==> src/hw/rtl/otp_tag_record_scanner_macros.svh <==
// Assertion macros shared by the tag record scanner.
`ifndef OTP_TAG_RECORD_SCANNER_MACROS_SVH
`define OTP_TAG_RECORD_SCANNER_MACROS_SVH

// Same-cycle implication, checked outside reset.
`define OTP_ASSERT_IMPL(name, clk, rstn, ante, cons) \
    name: assert property (@(posedge clk) disable iff (!rstn) (ante) |-> (cons)) \
        else $error("otp_tag_record_scanner: assertion failed");

// Next-cycle implication, checked outside reset.
`define OTP_ASSERT_NEXT(name, clk, rstn, ante, cons) \
    name: assert property (@(posedge clk) disable iff (!rstn) (ante) |=> (cons)) \
        else $error("otp_tag_record_scanner: assertion failed");

`endif

==> src/hw/rtl/otptag_pkg.sv <==
// Types, constants and helpers for the OTP tag record scanner.
package otptag_pkg;

    localparam logic [15:0] AREA_START = 16'd4096;
    localparam logic [16:0] AREA_END   = 17'd8192;
    localparam logic [16:0] REC_BYTES  = 17'd8;

    localparam logic CMD_START  = 1'b0;
    localparam logic CMD_RECORD = 1'b1;

    localparam logic [2:0] ST_OK         = 3'd0;
    localparam logic [2:0] ST_NOT_FOUND  = 3'd1;
    localparam logic [2:0] ST_CHAIN      = 3'd2;
    localparam logic [2:0] ST_INCOMPLETE = 3'd3;
    localparam logic [2:0] ST_INVALID    = 3'd4;

    typedef struct packed {
        logic        command;
        logic [7:0]  wanted_tag;
        logic [15:0] capacity;
        logic [63:0] record_word;
        logic        read_error;
    } in_item_t;

    typedef struct packed {
        logic [47:0] chunk_data;
        logic [2:0]  chunk_bytes;
        logic [15:0] total_bytes;
        logic [2:0]  status;
        logic        last;
    } out_item_t;

    // Keeps the lowest n bytes of a six-byte data field.
    function automatic logic [47:0] byte_mask(input logic [2:0] n);
        logic [47:0] m;
        case (n)
            3'd0: m = 48'h0000_0000_0000;
            3'd1: m = 48'h0000_0000_00FF;
            3'd2: m = 48'h0000_0000_FFFF;
            3'd3: m = 48'h0000_00FF_FFFF;
            3'd4: m = 48'h0000_FFFF_FFFF;
            3'd5: m = 48'h00FF_FFFF_FFFF;
            default: m = 48'hFFFF_FFFF_FFFF;
        endcase
        return m;
    endfunction

endpackage

==> src/hw/rtl/otp_tag_record_scanner.sv <==
// Top level of the OTP tag record scanner: input register, decision logic, result register.

`include "otp_tag_record_scanner_macros.svh"

// A start transfer arms a search for one tag id with a byte capacity; record transfers
// then stream the tag area in address order. Every transfer is registered, decided and,
// when it causes a result, placed in the result register, so the block takes one transfer
// per cycle while no result waits on m_ready. Both stages advance together and stall only
// while a result waits on m_ready. The user must write reserved_tag through cfg_we and
// cfg_wdata only while no search is running; the block itself does not enforce this.
module otp_tag_record_scanner (
    input  logic                  aclk,
    input  logic                  aresetn,
    input  logic                  cfg_we,
    input  logic [7:0]            cfg_wdata,
    input  logic                  s_valid,
    output logic                  s_ready,
    input  otptag_pkg::in_item_t  s_item,
    output logic                  m_valid,
    input  logic                  m_ready,
    output otptag_pkg::out_item_t m_item
);
    import otptag_pkg::*;

    localparam logic [1:0] PH_IDLE   = 2'd0;
    localparam logic [1:0] PH_SCAN   = 2'd1;
    localparam logic [1:0] PH_SKIP   = 2'd2;
    localparam logic [1:0] PH_GATHER = 2'd3;

    logic [7:0]  reserved_tag_reg;
    in_item_t    in_reg;
    logic        in_valid_reg;
    out_item_t   out_reg;
    logic        out_valid_reg;

    logic [1:0]  phase_reg,     phase_next;
    logic [15:0] offset_reg,    offset_next;
    logic [7:0]  target_reg,    target_next;
    logic [15:0] remaining_reg, remaining_next;
    logic [15:0] delivered_reg, delivered_next;

    logic        proceed;
    logic        res_fire;
    out_item_t   res_item;

    logic [7:0]  b7;
    logic [2:0]  size;
    logic        rec_valid;
    logic        cont;
    logic [7:0]  tag;
    logic [16:0] next_off;
    logic        at_end;
    logic [2:0]  take_n;
    logic [15:0] rem_after;
    logic [15:0] dlv_after;
    logic [47:0] take_data;

    assign proceed = in_valid_reg && (!out_valid_reg || m_ready);
    assign s_ready = !in_valid_reg || proceed;
    assign m_valid = out_valid_reg;
    assign m_item  = out_reg;

    assign b7        = in_reg.record_word[63:56];
    assign size      = b7[7:5];
    assign rec_valid = (size != 3'd0) && (size != 3'd7);
    assign cont      = b7[4];
    assign tag       = in_reg.record_word[55:48] | {5'b0, b7[2], 2'b0};
    assign next_off  = {1'b0, offset_reg} + REC_BYTES;
    assign at_end    = next_off >= AREA_END;
    assign take_n    = ({13'b0, size} > remaining_reg) ? remaining_reg[2:0] : size;
    assign rem_after = remaining_reg - {13'b0, take_n};
    assign dlv_after = delivered_reg + {13'b0, take_n};
    assign take_data = in_reg.record_word[47:0] & byte_mask(take_n);

    always_comb begin
        phase_next     = phase_reg;
        offset_next    = offset_reg;
        target_next    = target_reg;
        remaining_next = remaining_reg;
        delivered_next = delivered_reg;
        res_fire       = 1'b0;
        res_item       = '{chunk_data: 48'b0, chunk_bytes: 3'b0, total_bytes: delivered_reg,
                           status: ST_NOT_FOUND, last: 1'b1};

        if (in_reg.command == CMD_START) begin
            target_next    = in_reg.wanted_tag;
            remaining_next = in_reg.capacity;
            delivered_next = 16'd0;
            res_item.total_bytes = 16'd0;
            if (in_reg.wanted_tag == reserved_tag_reg) begin
                res_fire        = 1'b1;
                res_item.status = ST_INVALID;
                phase_next      = PH_IDLE;
            end else if ({1'b0, AREA_START} >= AREA_END) begin
                res_fire   = 1'b1;
                phase_next = PH_IDLE;
            end else begin
                offset_next = AREA_START;
                phase_next  = PH_SCAN;
            end
        end else begin
            case (phase_reg)
                PH_SCAN, PH_GATHER: begin
                    if (in_reg.read_error || !rec_valid) begin
                        if (phase_reg == PH_GATHER) begin
                            res_fire        = 1'b1;
                            res_item.status = ST_CHAIN;
                            phase_next      = PH_IDLE;
                        end else if (at_end) begin
                            res_fire   = 1'b1;
                            phase_next = PH_IDLE;
                        end else begin
                            offset_next = next_off[15:0];
                        end
                    end else if (phase_reg == PH_GATHER || tag == target_reg) begin
                        res_fire             = 1'b1;
                        remaining_next       = rem_after;
                        delivered_next       = dlv_after;
                        res_item.chunk_data  = take_data;
                        res_item.chunk_bytes = take_n;
                        res_item.total_bytes = dlv_after;
                        res_item.status      = ST_OK;
                        if ((rem_after != 16'd0) && cont) begin
                            if (at_end) begin
                                res_item.status = ST_INCOMPLETE;
                                phase_next      = PH_IDLE;
                            end else begin
                                res_item.last = 1'b0;
                                offset_next   = next_off[15:0];
                                phase_next    = PH_GATHER;
                            end
                        end else begin
                            phase_next = PH_IDLE;
                        end
                    end else if (at_end) begin
                        res_fire   = 1'b1;
                        phase_next = PH_IDLE;
                    end else begin
                        offset_next = next_off[15:0];
                        phase_next  = cont ? PH_SKIP : PH_SCAN;
                    end
                end
                PH_SKIP: begin
                    if (at_end) begin
                        res_fire   = 1'b1;
                        phase_next = PH_IDLE;
                    end else begin
                        offset_next = next_off[15:0];
                        phase_next  = (!in_reg.read_error && cont) ? PH_SKIP : PH_SCAN;
                    end
                end
                default: begin
                    phase_next = PH_IDLE;
                end
            endcase
        end
    end

    always_ff @(posedge aclk) begin
        if (!aresetn) begin
            reserved_tag_reg <= 8'd0;
            in_valid_reg     <= 1'b0;
            out_valid_reg    <= 1'b0;
            phase_reg        <= PH_IDLE;
            offset_reg       <= 16'd0;
            target_reg       <= 8'd0;
            remaining_reg    <= 16'd0;
            delivered_reg    <= 16'd0;
        end else begin
            if (cfg_we) begin
                reserved_tag_reg <= cfg_wdata;
            end
            if (s_ready) begin
                in_valid_reg <= s_valid;
            end
            if (proceed) begin
                phase_reg     <= phase_next;
                offset_reg    <= offset_next;
                target_reg    <= target_next;
                remaining_reg <= remaining_next;
                delivered_reg <= delivered_next;
                out_valid_reg <= res_fire;
            end else if (m_ready) begin
                out_valid_reg <= 1'b0;
            end
        end
    end

    always_ff @(posedge aclk) begin
        if (s_valid && s_ready) begin
            in_reg <= s_item;
        end
        if (proceed && res_fire) begin
            out_reg <= res_item;
        end
    end

    `OTP_ASSERT_IMPL(a_more_only_ok, aclk, aresetn, m_valid && !m_item.last, m_item.status == ST_OK)
    `OTP_ASSERT_IMPL(a_empty_chunk_zero, aclk, aresetn, m_valid && m_item.chunk_bytes == 3'd0, m_item.chunk_data == 48'd0)
    `OTP_ASSERT_IMPL(a_invalid_no_total, aclk, aresetn, m_valid && m_item.status == ST_INVALID, m_item.total_bytes == 16'd0 && m_item.last)
    `OTP_ASSERT_NEXT(a_last_goes_idle, aclk, aresetn, proceed && res_fire && res_item.last, phase_reg == PH_IDLE)

endmodule

==> config.mk <==
export PLATFORM = sky130hd
export DESIGN_NAME = otp_tag_record_scanner
export DESIGN_NICKNAME = d
export VERILOG_FILES = /design/src/hw/rtl/otptag_pkg.sv /design/src/hw/rtl/otp_tag_record_scanner.sv
export VERILOG_INCLUDE_DIRS = /design/src /design/src/hw/rtl
export SDC_FILE = /design/constraint.sdc
export NUM_CORES = 1
export LEC_CHECK = 0
export BUFFER_PORTS_ARGS = -buffer_cell sky130_fd_sc_hd__buf_2
export CAP_MARGIN = 10
export CELL_PAD_IN_SITES_DETAIL_PLACEMENT = 1
export CELL_PAD_IN_SITES_GLOBAL_PLACEMENT = 1
export CORE_AREA = 2 2 151 153
export CTS_BUF_LIST = sky130_fd_sc_hd__clkbuf_4 sky130_fd_sc_hd__clkbuf_8 sky130_fd_sc_hd__clkbuf_16
export DETAILED_ROUTE_END_ITERATION = 7
export DIE_AREA = 0 0 153 155
export PLACE_DENSITY_LB_ADDON = 0.15
export SYNTH_ARGS = -nofsm -noshare
export SYNTH_HDL_FRONTEND = slang
export SYNTH_SLANG_ARGS = --single-unit
==> constraint.sdc <==
create_clock -name aclk -period 5.7 [get_ports aclk]
set_clock_uncertainty 0.15 [all_clocks]
set_input_delay 0 -clock aclk [delete_from_list [all_inputs] [get_ports aclk]]
set_output_delay 0 -clock aclk [all_outputs]
set_load 0.02 [all_outputs]
==> flow_metrics.tcl <==
set metrics [dict create \
    die_y_um 155 \
    slew_viol_final 0 \
    synth_seq_cells 223 \
    muxShareOfSynthArea_pct 2.39 \
    drive_above_1_share_pct 22.9 \
    cts_tree "done" \
    final-seq-area_sq_um 6050 \
    synth.distinct_cells 73 \
    synth_compound_area_share_pct 10.5 \
    leakage_nw 5.09 \
    fin_ws_ns 0.367 \
    remaining_drc_errors 0 \
    period_share_pct 93.6 \
    holdWs_ns 0.0432 \
    post-dp-hpwl_um 16500 \
    power_density_nw_per_um2 304 \
    diodes 0 \
    yosysTopAreaCellShare_pct 49.6 \
    clock_latency_ns 0.52 \
    rsz0062_at_grt "no" \
    worst_pin_slew_ns 0.956 \
    cp_max_fo 9 \
    grt_max_degree 52 \
    cts-root-buf "clkbuf_16" \
    synth_fa_ha_area_share_pct 2.12 \
    boundaryPins 176 \
    htree_levels 1 \
    finalWorstPathRequiredPeriod_ns 5.33 \
    setup_tns_ns 0 \
    clock_sink_count 223 \
    max_freq_mhz 188 \
    synth_area_per_cell_sq_um 12.0 \
    synth-edff-count 158 \
    synth_area_leaders "edfxtp_1 50%, dfxtp_1 14%, nand2_1 2.9%, and2_1 2.4%, nor2_1 2.2%" \
    cts_buffers 25 \
    critical_path_class "reg2reg" \
    post_cts_buffers 0 \
    dr.first_iter.drc_count 395 \
    start_util_pct 43.1 \
    critical_path_required_ns 5.95 \
    wl_met1_um 11500 \
    grt_pass1_vias 7755 \
    grt-ovfl-total 0 \
    grt_antenna_before_repair 0 \
    yosysTopAreaCell "edfxtp_1" \
    fillCellCount 2373 \
    synthSimpleGateAreaFrac_pct 16.6 \
    synthesis.area_sq_um 9570 \
    grt_pass1_wl_um 43000 \
    cts_resized 0 \
    arrival_ns 5.58 \
    yosys_warnings 0 \
    die_area_sq_um 23700 \
    dieWidth_um 153 \
    run_status "finished clean" \
    synth_top_family_by_area "simple AND/OR/NAND/NOR gates" \
    area_growth_pct 31.6 \
    track_usage_pct 22.8 \
    multi_input_area_sq_um 3300 \
    preCtsSetupSlack_ns 0.417 \
    clock_path_buffers 3 \
    synth_xor_area_share_pct 2.74 \
    startpoint_type "register" \
    ys.flop_type "edfxtp_1" \
    layout.nets 1195 \
    fin_area_sq_um 12600 \
    cp-end-kind "register" \
    finalHoldViolations 0 \
    top_layer_used "met4" \
    slew_headroom_pct 35.9 \
    finalSetupViolations 0 \
    met2_length_um 13800 \
    drt.antenna.violating_nets 0 \
    drv_cap 0 \
    post-route-util_pct 56.7 \
    hold_path_class "in2reg" \
    largest_register_ffs 82 \
    ys_async_sr_fraction_pct 0 \
    ir_drop_v 0.000236 \
    core.rowCount 55 \
    drt-total-wl_um 27200 \
    place_area_sq_um 10700 \
    vias 7358 \
    port_buffers 172 \
    core_sq_um 22200 \
    wl_per_cell_um 19.7 \
    holdBufCountCts 107 \
    synth.net_count 915 \
    syn_inst 797 \
    vias_per_cell 5.33 \
    clk_transition_reported_paths_ns 0.07 \
    wl_met3_um 1140 \
    ys_seq_area_share_pct 63.1 \
    drtPass1Iterations 5 \
    routabilityCongestion 0.857 \
]
[cell usage in the layout, fill, tap and decap left out, types with 11 or more instances in the layout]
cell type and instances:
a21oi_1 41, a31oi_1 11, and2_1 36, and3_1 29, buf_2 172, buf_4 11, clkbuf_16 25, dfxtp_1 65
dlygate4sd3_1 107, edfxtp_1 158, ha_1 13, inv_1 19, mux2i_1 18, nand2_1 74, nand3_1 26, nor2_1 57
nor3_1 16, nor4_1 13, o21ai_0 20, xor2_1 20
[cells by family (layout without fill, tap and decap cells)]
logic type,count (synthesis),in the layout
mux,21,21
flops,223,223
buf+inv,59,358
fa+ha+maj,15,15
compound gates,144,144
simple gates,305,305
xor+xnor,30,30
[cell type report]
class / instances / share of cell area (%)
Inverter: 22 / 0.655
Sequential cell: 223 / 48.0
Multi-Input combinational cell: 515 / 26.1
Clock buffer: 31 / 5.37
Clock inverter: 15 / 1.04
Timing Repair Buffer: 290 / 16.0
Tap cell: 285 / 2.83
[path summary, 6_finish.rpt]
check | start | endpoint | slack, ns | cells after the start
max | remaining_reg[1] | offset_reg[8] | 0.37 | 16
min | s_item[23] | in_reg[23] | 0.04 | 2
max reg2reg | remaining_reg[1] | offset_reg[8] | 0.37 | 16
min reg2reg | offset_reg[13] | offset_reg[13] | 0.31 | 1
[metrics by stage]
step / total power, W / cells
6_report: 0.00383 / 1381
5_1_grt: 0.00397 / 1381
4_1_cts: 0.00384 / 1381
3_5_place_dp: 0.00220 / 1228
3_3_place_gp: 0.00219 / 1228
2_1_floorplan: 0.00208 / 797
[synth_stat cells (11+ instances only)]
master    count
a21oi_1      41
a31oi_1      11
and2_1       37
and3_1       29
clkbuf_1     30
dfxtp_1      65
edfxtp_1    158
ha_1         13
inv_1        20
mux2i_1      18
nand2_1      74
nand3_1      26
nor2_1       57
nor3_1       17
nor4_1       13
o21ai_0      20
xor2_1       20
[power breakdown]
part / switching [W] / internal (W) / total [W] / leakage (nW)
Combinational: 0.000230 / 0.000181 / 0.000411 / 2.61
Sequential: 0.0000330 / 0.00179 / 0.00182 / 2.09
Clock: 0.000660 / 0.000935 / 0.00159 / 0.399
Total: 0.000923 / 0.00290 / 0.00383 / 5.09
[critical path: stages (launching register included)]
cell and delay (ns):
dfxtp_1 0.47, inv_1 0.11, ha_1 0.32, a311o_1 0.35, a2111o_1 0.48, mux2i_1 0.21, inv_1 0.15, ha_1 0.19
inv_1 0.06, fa_1 0.41, a21oi_2 0.41, a31oi_1 0.18, or2_2 0.31, nor4_1 0.46, nand3_1 0.46, and4_1 0.37
mux2i_1 0.11
[metal layers]
layer	vias to the layer above	GRT usage (%)
met5	-	0
met4	0	5.95
met3	49	2.98
met2	194	40.4
met1	3593	29.7
li1	3522	-
No activity file was read; power rests on OpenSTA's default activity.
